--- src/fasta_protein_stream_parser_top_defines.svh ---
// assertion macros for the fasta protein stream parser
// used by fasta_protein_stream_parser_top, expects clk_i and rst_ni in scope
`ifndef FASTA_PROTEIN_STREAM_PARSER_TOP_DEFINES_SVH
`define FASTA_PROTEIN_STREAM_PARSER_TOP_DEFINES_SVH

`ifndef NO_ASSERTIONS

// plain property checked on every clock edge out of reset
`define FPSP_ASSERT(label, prop) \
  label: assert property (@(posedge clk_i) disable iff (!rst_ni) (prop)) \
    else $error("fpsp assertion failed");

// condition in this cycle implies consequence in the next cycle
`define FPSP_ASSERT_NEXT(label, ante, cons) \
  label: assert property (@(posedge clk_i) disable iff (!rst_ni) (ante) |=> (cons)) \
    else $error("fpsp assertion failed");

`else

`define FPSP_ASSERT(label, prop)
`define FPSP_ASSERT_NEXT(label, ante, cons)

`endif

`endif

--- src/fpsp_pkg.sv ---
// shared types, constants and residue lookup for the fasta protein stream parser
// no dependencies
`default_nettype none

package fpsp_pkg;

  localparam logic [7:0] HdrMark = 8'h3e;
  localparam logic [7:0] LineEnd = 8'h0a;
  localparam logic [7:0] GapCode = 8'd24;
  localparam logic [7:0] UnknownCode = 8'd25;
  localparam int unsigned QueueDepth = 2;

  typedef enum logic [1:0] {
    KIND_LABEL   = 2'd0,
    KIND_RESIDUE = 2'd1,
    KIND_EOR     = 2'd2
  } kind_e;

  typedef struct packed {
    logic [7:0] data_byte;
    logic       end_of_input;
  } in_t;

  typedef struct packed {
    kind_e       kind;
    logic [7:0]  value;
    logic [15:0] record_index;
    logic        run_last;
  } out_t;

  // one classified byte: a first result and an optional trailing end of record
  typedef struct packed {
    logic        two;
    kind_e       kind;
    logic [7:0]  value;
    logic [15:0] index0;
    logic [15:0] index1;
  } op_t;

  function automatic logic [7:0] residue_of(input logic [7:0] b);
    logic [7:0] u;
    logic [7:0] r;
    u = ((b >= 8'h61) && (b <= 8'h7a)) ? (b - 8'h20) : b;
    unique case (u)
      8'h2d:   r = GapCode;
      8'h3f:   r = UnknownCode;
      8'h41:   r = 8'd1;
      8'h42:   r = 8'd21;
      8'h43:   r = 8'd5;
      8'h44:   r = 8'd4;
      8'h45:   r = 8'd7;
      8'h46:   r = 8'd14;
      8'h47:   r = 8'd8;
      8'h48:   r = 8'd9;
      8'h49:   r = 8'd10;
      8'h4b:   r = 8'd12;
      8'h4c:   r = 8'd11;
      8'h4d:   r = 8'd13;
      8'h4e:   r = 8'd3;
      8'h50:   r = 8'd15;
      8'h51:   r = 8'd6;
      8'h52:   r = 8'd2;
      8'h53:   r = 8'd16;
      8'h54:   r = 8'd17;
      8'h56:   r = 8'd20;
      8'h57:   r = 8'd18;
      8'h58:   r = 8'd23;
      8'h59:   r = 8'd19;
      8'h5a:   r = 8'd22;
      default: r = 8'd0;
    endcase
    return r;
  endfunction

endpackage

`default_nettype wire

--- src/fasta_protein_stream_parser_top.sv ---
// FASTA protein stream parser. Takes one byte per cycle whenever full is low
// and gives label bytes, residue codes (1..25) and end of record marks, each
// tagged with its record index. A result is written into the queue and then
// loaded into the output register before it shows on the result port. A byte
// that closes two things at once (end of input flagged on a label or residue
// byte, or on a '>' in a sequence) gives two results and fills the single
// output register twice; the two-entry queue between the classifier and the
// output stage absorbs that, and full holds off new bytes while the queue is
// full; at most one result per cycle is drained. RECORD_INDEX_BITS sets where
// the record index saturates (at most 0xffff). Depends on fpsp_pkg,
// fpsp_front, fpsp_queue, fpsp_back and the defines header.
`default_nettype none
`include "fasta_protein_stream_parser_top_defines.svh"

module fasta_protein_stream_parser_top import fpsp_pkg::*; #(
  parameter int unsigned RECORD_INDEX_BITS = 16
) (
  input  wire logic clk_i,
  input  wire logic rst_ni,
  input  wire logic push,
  output logic      full,
  input  wire in_t  in_item_i,
  output logic      empty,
  input  wire logic pop,
  output out_t      result_o
);

  localparam logic [15:0] IndexLimit = (RECORD_INDEX_BITS >= 16) ? 16'hffff :
    16'((33'd1 << RECORD_INDEX_BITS) - 33'd1);

  logic accept;
  logic q_wr, q_rd, q_nonempty, q_full;
  op_t  q_wr_data, q_head;

  assign accept = push & ~q_full;
  assign full   = q_full;

  fpsp_front #(
    .RecordIndexBits(RECORD_INDEX_BITS)
  ) u_front (
    .clk_i    (clk_i),
    .rst_ni   (rst_ni),
    .accept_i (accept),
    .item_i   (in_item_i),
    .wr_en_o  (q_wr),
    .wr_data_o(q_wr_data)
  );

  fpsp_queue u_queue (
    .clk_i     (clk_i),
    .rst_ni    (rst_ni),
    .wr_en_i   (q_wr),
    .wr_data_i (q_wr_data),
    .rd_en_i   (q_rd),
    .rd_data_o (q_head),
    .nonempty_o(q_nonempty),
    .full_o    (q_full)
  );

  fpsp_back u_back (
    .clk_i     (clk_i),
    .rst_ni    (rst_ni),
    .nonempty_i(q_nonempty),
    .head_i    (q_head),
    .rd_en_o   (q_rd),
    .pop_i     (pop),
    .empty_o   (empty),
    .result_o  (result_o)
  );

  // a beat that is not last for its byte is followed at once by its end of record
  `FPSP_ASSERT_NEXT(a_second_follows, !empty && pop && !result_o.run_last,
                    !empty && result_o.kind == KIND_EOR)
  `FPSP_ASSERT(a_index_saturates, empty || result_o.record_index <= IndexLimit)
  `FPSP_ASSERT(a_no_overflow, !(q_wr && q_full))
  `FPSP_ASSERT(a_eor_value_zero, empty || result_o.kind != KIND_EOR || result_o.value == 8'd0)

endmodule

`default_nettype wire

--- src/fpsp_front.sv ---
// front end: accepts bytes, tracks parse mode and record count, classifies
// each byte and queues those that give a result; depends on fpsp_pkg
`default_nettype none

module fpsp_front import fpsp_pkg::*; #(
  parameter int unsigned RecordIndexBits = 16
) (
  input  wire logic clk_i,
  input  wire logic rst_ni,
  input  wire logic accept_i,
  input  wire in_t  item_i,
  output logic      wr_en_o,
  output op_t       wr_data_o
);

  localparam logic [15:0] IndexLimit = (RecordIndexBits >= 16) ? 16'hffff :
    16'((33'd1 << RecordIndexBits) - 33'd1);

  typedef enum logic [1:0] {
    MODE_PRE   = 2'd0,
    MODE_LABEL = 2'd1,
    MODE_SEQ   = 2'd2
  } mode_e;

  mode_e       mode_q, mode_d;
  logic [15:0] count_q, count_d;
  logic [7:0]  res;
  logic        one;
  op_t         op;

  always_comb begin
    res     = residue_of(item_i.data_byte);
    mode_d  = mode_q;
    count_d = count_q;
    one     = 1'b0;
    op      = '{two: 1'b0, kind: KIND_LABEL, value: item_i.data_byte,
                index0: count_q, index1: count_q};
    unique case (mode_q)
      MODE_LABEL: begin
        if (item_i.data_byte == LineEnd) begin
          mode_d = MODE_SEQ;
        end else begin
          one = 1'b1;
        end
      end
      MODE_SEQ: begin
        if (item_i.data_byte == HdrMark) begin
          one      = 1'b1;
          op.kind  = KIND_EOR;
          op.value = 8'd0;
          if (count_q < IndexLimit) begin
            count_d = count_q + 16'd1;
          end
          mode_d = MODE_LABEL;
        end else if (res != 8'd0) begin
          one      = 1'b1;
          op.kind  = KIND_RESIDUE;
          op.value = res;
        end
      end
      default: begin
        if (item_i.data_byte == HdrMark) begin
          mode_d = MODE_LABEL;
        end
      end
    endcase
    // end of stream closes an open record
    if (item_i.end_of_input) begin
      if (mode_d == MODE_LABEL || mode_d == MODE_SEQ) begin
        if (one) begin
          op.two    = 1'b1;
          op.index1 = count_d;
        end else begin
          one       = 1'b1;
          op.kind   = KIND_EOR;
          op.value  = 8'd0;
          op.index0 = count_d;
        end
      end
      mode_d  = MODE_PRE;
      count_d = 16'd0;
    end
  end

  always_ff @(posedge clk_i or negedge rst_ni) begin
    if (!rst_ni) begin
      mode_q  <= MODE_PRE;
      count_q <= 16'd0;
    end else if (accept_i) begin
      mode_q  <= mode_d;
      count_q <= count_d;
    end
  end

  assign wr_en_o   = accept_i & one;
  assign wr_data_o = op;

endmodule

`default_nettype wire

--- src/fpsp_queue.sv ---
// short queue of classified bytes between front and back
// depends on fpsp_pkg
`default_nettype none

module fpsp_queue import fpsp_pkg::*; (
  input  wire logic clk_i,
  input  wire logic rst_ni,
  input  wire logic wr_en_i,
  input  wire op_t  wr_data_i,
  input  wire logic rd_en_i,
  output op_t       rd_data_o,
  output logic      nonempty_o,
  output logic      full_o
);

  localparam int unsigned PtrBits = (QueueDepth > 1) ? $clog2(QueueDepth) : 1;
  localparam int unsigned CntBits = $clog2(QueueDepth + 1);
  localparam logic [CntBits-1:0] CntFull = CntBits'(QueueDepth);
  localparam logic [PtrBits-1:0] PtrLast = PtrBits'(QueueDepth - 1);

  op_t                 mem_q [QueueDepth];
  logic [PtrBits-1:0]  wr_ptr_q, rd_ptr_q;
  logic [CntBits-1:0]  cnt_q;
  logic                do_wr, do_rd;

  assign do_wr = wr_en_i & (cnt_q != CntFull);
  assign do_rd = rd_en_i & (cnt_q != '0);

  always_ff @(posedge clk_i) begin
    if (do_wr) begin
      mem_q[wr_ptr_q] <= wr_data_i;
    end
  end

  always_ff @(posedge clk_i or negedge rst_ni) begin
    if (!rst_ni) begin
      wr_ptr_q <= '0;
      rd_ptr_q <= '0;
      cnt_q    <= '0;
    end else begin
      if (do_wr) begin
        wr_ptr_q <= (wr_ptr_q == PtrLast) ? '0 : wr_ptr_q + 1'b1;
      end
      if (do_rd) begin
        rd_ptr_q <= (rd_ptr_q == PtrLast) ? '0 : rd_ptr_q + 1'b1;
      end
      unique case ({do_wr, do_rd})
        2'b10:   cnt_q <= cnt_q + 1'b1;
        2'b01:   cnt_q <= cnt_q - 1'b1;
        default: cnt_q <= cnt_q;
      endcase
    end
  end

  assign rd_data_o  = mem_q[rd_ptr_q];
  assign nonempty_o = (cnt_q != '0);
  assign full_o     = (cnt_q == CntFull);

endmodule

`default_nettype wire

--- src/fpsp_back.sv ---
// back end: expands queue entries into one or two results and holds the
// current result in an output register; depends on fpsp_pkg
`default_nettype none

module fpsp_back import fpsp_pkg::*; (
  input  wire logic clk_i,
  input  wire logic rst_ni,
  input  wire logic nonempty_i,
  input  wire op_t  head_i,
  output logic      rd_en_o,
  input  wire logic pop_i,
  output logic      empty_o,
  output out_t      result_o
);

  out_t res_q;
  logic valid_q;
  logic second_q;
  logic load;
  logic take_first_two;

  // output register frees up when empty or popped this beat
  assign load           = nonempty_i & (~valid_q | pop_i);
  assign take_first_two = ~second_q & head_i.two;
  assign rd_en_o        = load & ~take_first_two;

  always_ff @(posedge clk_i) begin
    if (load) begin
      if (second_q) begin
        res_q <= '{kind: KIND_EOR, value: 8'd0, record_index: head_i.index1,
                   run_last: 1'b1};
      end else begin
        res_q <= '{kind: head_i.kind, value: head_i.value,
                   record_index: head_i.index0, run_last: ~head_i.two};
      end
    end
  end

  always_ff @(posedge clk_i or negedge rst_ni) begin
    if (!rst_ni) begin
      valid_q  <= 1'b0;
      second_q <= 1'b0;
    end else begin
      if (load) begin
        valid_q  <= 1'b1;
        second_q <= take_first_two;
      end else if (pop_i) begin
        valid_q <= 1'b0;
      end
    end
  end

  assign empty_o  = ~valid_q;
  assign result_o = res_q;

endmodule

`default_nettype wire
--- config.mk ---
export PLATFORM = sky130hd
export DESIGN_NAME = fasta_protein_stream_parser_top
export DESIGN_NICKNAME = d
export VERILOG_FILES = /design/src/fpsp_pkg.sv /design/src/fasta_protein_stream_parser_top.sv /design/src/fpsp_front.sv /design/src/fpsp_queue.sv /design/src/fpsp_back.sv
export VERILOG_INCLUDE_DIRS = /design/src /design/src/src
export SDC_FILE = /design/constraint.sdc
export NUM_CORES = 1
export LEC_CHECK = 0
export BUFFER_PORTS_ARGS = -buffer_cell sky130_fd_sc_hd__buf_2
export CELL_PAD_IN_SITES_DETAIL_PLACEMENT = 1
export CELL_PAD_IN_SITES_GLOBAL_PLACEMENT = 2
export CORE_ASPECT_RATIO = 1.1
export CORE_UTILIZATION = 40
export DETAILED_ROUTE_END_ITERATION = 8
export PLACE_DENSITY = 0.87
export REMOVE_ABC_BUFFERS = 1
export SYNTH_ARGS = -nofsm -noshare
export SYNTH_HDL_FRONTEND = slang
export SYNTH_SLANG_ARGS = --single-unit
--- constraint.sdc ---
create_clock -name clk_i -period 6.2 [get_ports clk_i]
set_input_delay 0 -clock clk_i [delete_from_list [all_inputs] [get_ports clk_i]]
set_output_delay 0 -clock clk_i [all_outputs]
set_load 0.05 [all_outputs]
# Word level (Yosys, flattened, before mapping)
# Memories as Yosys holds them, arrays and structs flattened.
# Cells that the tools add are included.
# op_classes
n_bitwise,13
n_lt_le_gt_ge,3
n_reduce_logical,6
n_eq_ne,35
muxes,32
add_sub_neg,6
# ops
operator,count
8-bit by 7-bit == test with 1-bit output (second input constant),23
5-bit case mux with 25 select lines,1
43-bit two-way mux,2
16-bit two-way mux,5
26-bit two-way mux,1
8-bit by 6-bit == test with 1-bit output (second input constant),3
10-bit two-way mux,2
17-bit two-way mux,1
16-bit by 1-bit adder with 16-bit output (second input constant),1
16-bit < comparator (second input constant),1
1-bit two-way mux,12
9-bit two-way mux,1
2-bit == test (second input constant),4
8-bit by 4-bit == test with 1-bit output (second input constant),1
8-bit by 7-bit >= comparator with 1-bit output (second input constant),1
8-bit by 7-bit less-or-equal comparator with 1-bit output (second input constant),1
2-bit two-way mux,4
8-bit two-way mux,1
8-bit nonzero test,1
8-bit by 6-bit subtractor with 8-bit output (second input constant),1
1-bit bitwise AND,7
2-bit by 1-bit == test with 1-bit output (second input constant),3
2-bit nonzero test,3
1-bit inverter,5
other kinds (9),10
# totals
wordCells,107
ram_bits,86
mem_count,1
out_inout_bits,29
ff_bits,51
input_bits,13
# mem_list
name,words,width,read_ports,rd_ports_with_merged_regs,wr,line,rtl
u_queue.mem_q,2,43,1,0,1,fpsp_queue.sv:21,op_t mem_q [QueueDepth];

# Depth between registers and ports, before layout
# logic_depth
depth_word,15
depth_mapped,13
depth_no_buf,11

# Hierarchy
# A second synthesis with hierarchy kept.
# hier_totals
hier_cells,531
area_unflattened_um2,6894.1
# modules_own_cells
mod,area_per_inst_um2,n_inst,seq_area_each_um2,cells_per_inst
fpsp_queue,3333.2,1,2682.6,152
fpsp_front,2322.2,1,450.4,311
fpsp_back,1224.9,1,860.8,67
fasta_protein_stream_parser_top,13.8,1,0.0,1

# Worst setup path after synthesis
# No wires, ideal clock.
# synth_timing
path_kind,reg-to-reg
startpoint,reg u_front.mode_q[0]
endpoint,"mem u_queue.mem_q[0][0] (netlist name), enable pin"
stages_incl_launch_ff,9
path_buffers,2
arrival_ns,3.415
path_slack_ns,2.342
synth_period_minus_slack_ns,3.858
setup_ns,0.444
path_cell_list,dfrtp_1 -> inv_1 -> ha_1 -> clkbuf_1 -> nand4b_1 -> o22ai_2 -> buf_4 -> o21ai_4 -> nor2_1
# synth_between
elab_chain_cells,10
# synth_lines
item,line,rtl
from (decl),fpsp_front.sv:25,"mode_e mode_q, mode_d;"
from (signal assigned),fpsp_front.sv:90,mode_q <= mode_d;
"2-bit by 1-bit == test with 1-bit output, or another cell as far along",fpsp_front.sv:38,unique case (mode_q)
2-bit two-way mux,n/a,
2-bit by 1-bit == test with 1-bit output or 2-bit == test (tied branches),fpsp_front.sv:69,if (mode_d == MODE_LABEL || mode_d == MODE_SEQ) begin
1-bit logical OR,fpsp_front.sv:69,
1-bit two-way mux,fpsp_front.sv:69,
1-bit two-way mux *,fpsp_front.sv:68,if (item_i.end_of_input) begin
1-bit bitwise AND *,fpsp_front.sv:95,assign wr_en_o = accept_i & one;
1-bit bitwise AND *,fpsp_queue.sv:26,assign do_wr = wr_en_i & (cnt_q != CntFull);
1-bit two-way mux *,fpsp_queue.sv:30,if (do_wr) begin
1-bit two-way mux (not written as such) *,fpsp_queue.sv:31,mem_q[wr_ptr_q] <= wr_data_i;
to (decl),fpsp_queue.sv:21,
# Every way passes the cells marked *; elsewhere a longest branch is shown, timed or not.

# Final worst setup path
# layout_timing
startpoint,reg u_front.mode_q[0]
endpoint,"mem u_queue.mem_q[0][30] (netlist name), enable pin"
# The elaborated chain is that of the path after synthesis.

==> run summary <==
syn avg cell area = 13.0 sq um
Net Sw Frac = 0.362
vias in the first global route = 4588
Startpoint Class = flop
Layout area overhead = 14.5%
CTS tree = done
area leader, netlist = edfxtp_1
most numerous cell in the Yosys netlist = edfxtp_1
Clock Latency Late Sink = 420 ps
final total power = 3740 uW
# clock sinks = 137
Final setup viols = 0
Logic pwr share = 0.325
row count = 49
top post-synthesis cells by area = edfxtp_1, dfrtp_1, mux4_2
final wirelength = 15100 microns
Power Internal = 2380 uW
CTS resizes = 0
Setup Fix Bufs, Post-CTS = 0
hold endpoint = u_queue.mem_q[0][39]$_DFFE_PP_
ys flop type = edfxtp_1
critical path's top delay family = compound AO/OA/AOI/OAI gates
Post-synth top cells = edfxtp_1, nand2_1, nor2_1
hold-critical path depth = 2
crit path max-delay cell type = o22ai_2
TNS Setup = 0 ps
routability cong. = 0.889
Tmin final = 3170 ps
Synth warnings = 0
Die Wd = 127 microns
Switching Power = 1350 uW
hold_sp = in_item_i[8]
drt first pass iters = 4
clock slew at reported path FFs = 60 ps
Reg2Reg Launch Point = u_front.mode_q[0]$_DFFE_PN0P_
Root Driver = clkbuf_16
# port buffers = 41
Pwr per Cell Area = 477 nW/um^2
drc violations = 0
CP Cell Sequence = inv_1 -> ha_1 -> nand4_4 -> o211a_1 -> o22ai_2 -> o21ai_4 -> nor2_4 -> buf_4
fill count = 1712
largest net degree at the start of global routing = 44
Post-synth EDFFs = 113
flop2flop setup slack = 3030 ps
Slew Viols, Final = 0
initial antenna violation count = 0
Post-DP HPWL = 9940 microns
share of flip-flops with an asynchronous set or reset = 0.175
status = complete, no violations
Post-Syn Area = 6830 sq um
initial drt markers = 259
sequential area share after synthesis = 0.584
critical path arrival = 3220 ps
clock share of power = 0.293
Fin. Hold Viols = 0
Worst setup startpoint = u_front.mode_q[0]$_DFFE_PN0P_
crit-path max cell delay = 560 ps
worst hold path type = primary input to flop
Sequential Power Share = 0.382
CTS buffer count = 17
Synth top area share = 0.497
Reg2Reg Capture Point = u_queue.mem_q[0][30]$_DFFE_PP_
Slew @ Worst Pin = 1210 ps
post-synthesis sequential element count = 137
drt via density = 5.61
Crit Path Class = flop to flop
GR Util All Layers = 0.180
crit share post-route = 0.512
CP Max Fanout = 43
gr ovfl total = 0
RSZ-0062 raised after global routing = no
wire length per cell = 19.5 microns
vias = 4340
CTS H-tree depth = 4
worst vdd ir = 232 uV
Layout Nets = 575
CTS max path bufs = 2
crit end category = flop
cts hold-fix bufs = 3
first-pass GRT wire length = 24400 microns
R2R depth = 8
f_max = 315 MHz
WP buf/inv = 2
max-cap viol count = 0
ANT cells = 0
initial core utilization = 0.413
max_slew headroom = 0.195
die area = 17600 sq um
Worst Skew = 9.52 ps
Post-Synthesis Cells = 527
post-synthesis cell type count = 70
layout cells sized above 1 = 0.230
Leakage Power = 0.00282 uW
CP Data Required Time = 6240 ps
Ports = 42
DRT antenna net count = 0
core region area = 16600 sq um
Die Span Y = 139 microns
[worst max-delay path by stage]
stage / endpoint / slack (ps) / cells after the start
after floorplan: u_queue.mem_q[0][0]$_DFFE_PP_ / 2230 / 7
after global placement: u_queue.mem_q[0][14]$_DFFE_PP_ / 3220 / 8
after detailed placement: u_queue.mem_q[0][30]$_DFFE_PP_ / 3010 / 8
after CTS: u_queue.mem_q[0][30]$_DFFE_PP_ / 2970 / 8
after global routing: u_queue.mem_q[0][28]$_DFFE_PP_ / 2850 / 8
final: u_queue.mem_q[0][30]$_DFFE_PP_ / 3030 / 8
[power by group through the flow]
stage	logic [uW]	clock network, uW	registers [uW]
2_1_floorplan	559	0	1780
3_3_place_gp	1190	0	1430
3_5_place_dp	1230	0	1450
4_1_cts	1240	1110	1430
5_1_grt	1300	1140	1450
6_report	1210	1100	1430
[cell type report]
| cell class | count | area [sq um] | share of cell area |
|---|---|---|---|
| Clock buffer | 21 | 440 | 0.0563 |
| Timing Repair Buffer | 47 | 258 | 0.0329 |
| Tap cell | 204 | 255 | 0.0326 |
| Clock inverter | 11 | 195 | 0.0249 |
| Multi-Input combinational cell | 336 | 2620 | 0.334 |
| Inverter | 18 | 67.6 | 0.00863 |
| Sequential cell | 137 | 3990 | 0.510 |
[worst reg2reg max path, cell delays in order (launching register included)]
cell and delay, ps:
dfrtp_1 410, inv_1 110, ha_1 440, nand4_4 220, o211a_1 240, o22ai_2 560, o21ai_4 170, nor2_4 120
buf_4 500
[metal layers]
layer	part of all wire	vias to the layer above	wire, microns	GRT usage
li1	-	2017	-	-
met1	0.42	2236	6280	0.220
met2	0.54	73	8190	0.322
met3	0.029	14	437	0.0324
met4	0.011	0	173	0.0577
met5	0	-	0	0
[state kept, by name (all words and copies together) (netlist names)]
| signal | cells |
|---|---|
| u_back.result_o | 27 |
| u_front.mode_q | 2 |
| u_queue.cnt_q | 2 |
| u_queue.wr_ptr_q | 1 |
| u_queue.rd_ptr_q | 1 |
| u_front.count_q | 16 |
| u_queue.mem_q | 86 |
| u_back.second_q | 1 |
| u_back.valid_q | 1 |
[stage by stage]
step	setup WS, ps	hold slack (ps)	cells	area [sq um]	utilization
3_3_place_gp	3220	50.0	739	7160	0.433
2_1_floorplan	2230	-296	491	6650	-
5_1_grt	2850	46.2	774	7830	0.473
6_report	3030	36.0	774	7830	0.473
3_5_place_dp	3010	51.3	739	7160	0.433
4_1_cts	2970	22.4	774	7830	0.473
[cell families after synthesis]
family / share of synthesized area
compound gates: 0.0925
mux: 0.0884
xor+xnor: 0.0474
fa+ha+maj: 0.00915
buf+inv: 0.0364
simple gates: 0.142
flops: 0.584
[layout by cell type (no fill, tap or decap), types with 4 or more instances in the layout]
cell type and count:
edfxtp_1 113, buf_2 41, nand2_1 37, nor2_1 35
o21ai_0 32, dfrtp_1 24, mux2i_1 21, inv_1 18
a21oi_1 18, xnor2_1 18, clkbuf_16 17, mux4_2 16
nand3_1 13, nor2b_1 9, nor2_4 9, o22ai_1 9
nor4_1 7, nand4_1 7, xor2_2 7, xor2_1 6
and2_1 6, nor3_1 6, nand2b_1 5, ha_1 5
bufinv_16 5, and3_1 4, clkbuf_1 4
Power figures use the tool's default switching activity.
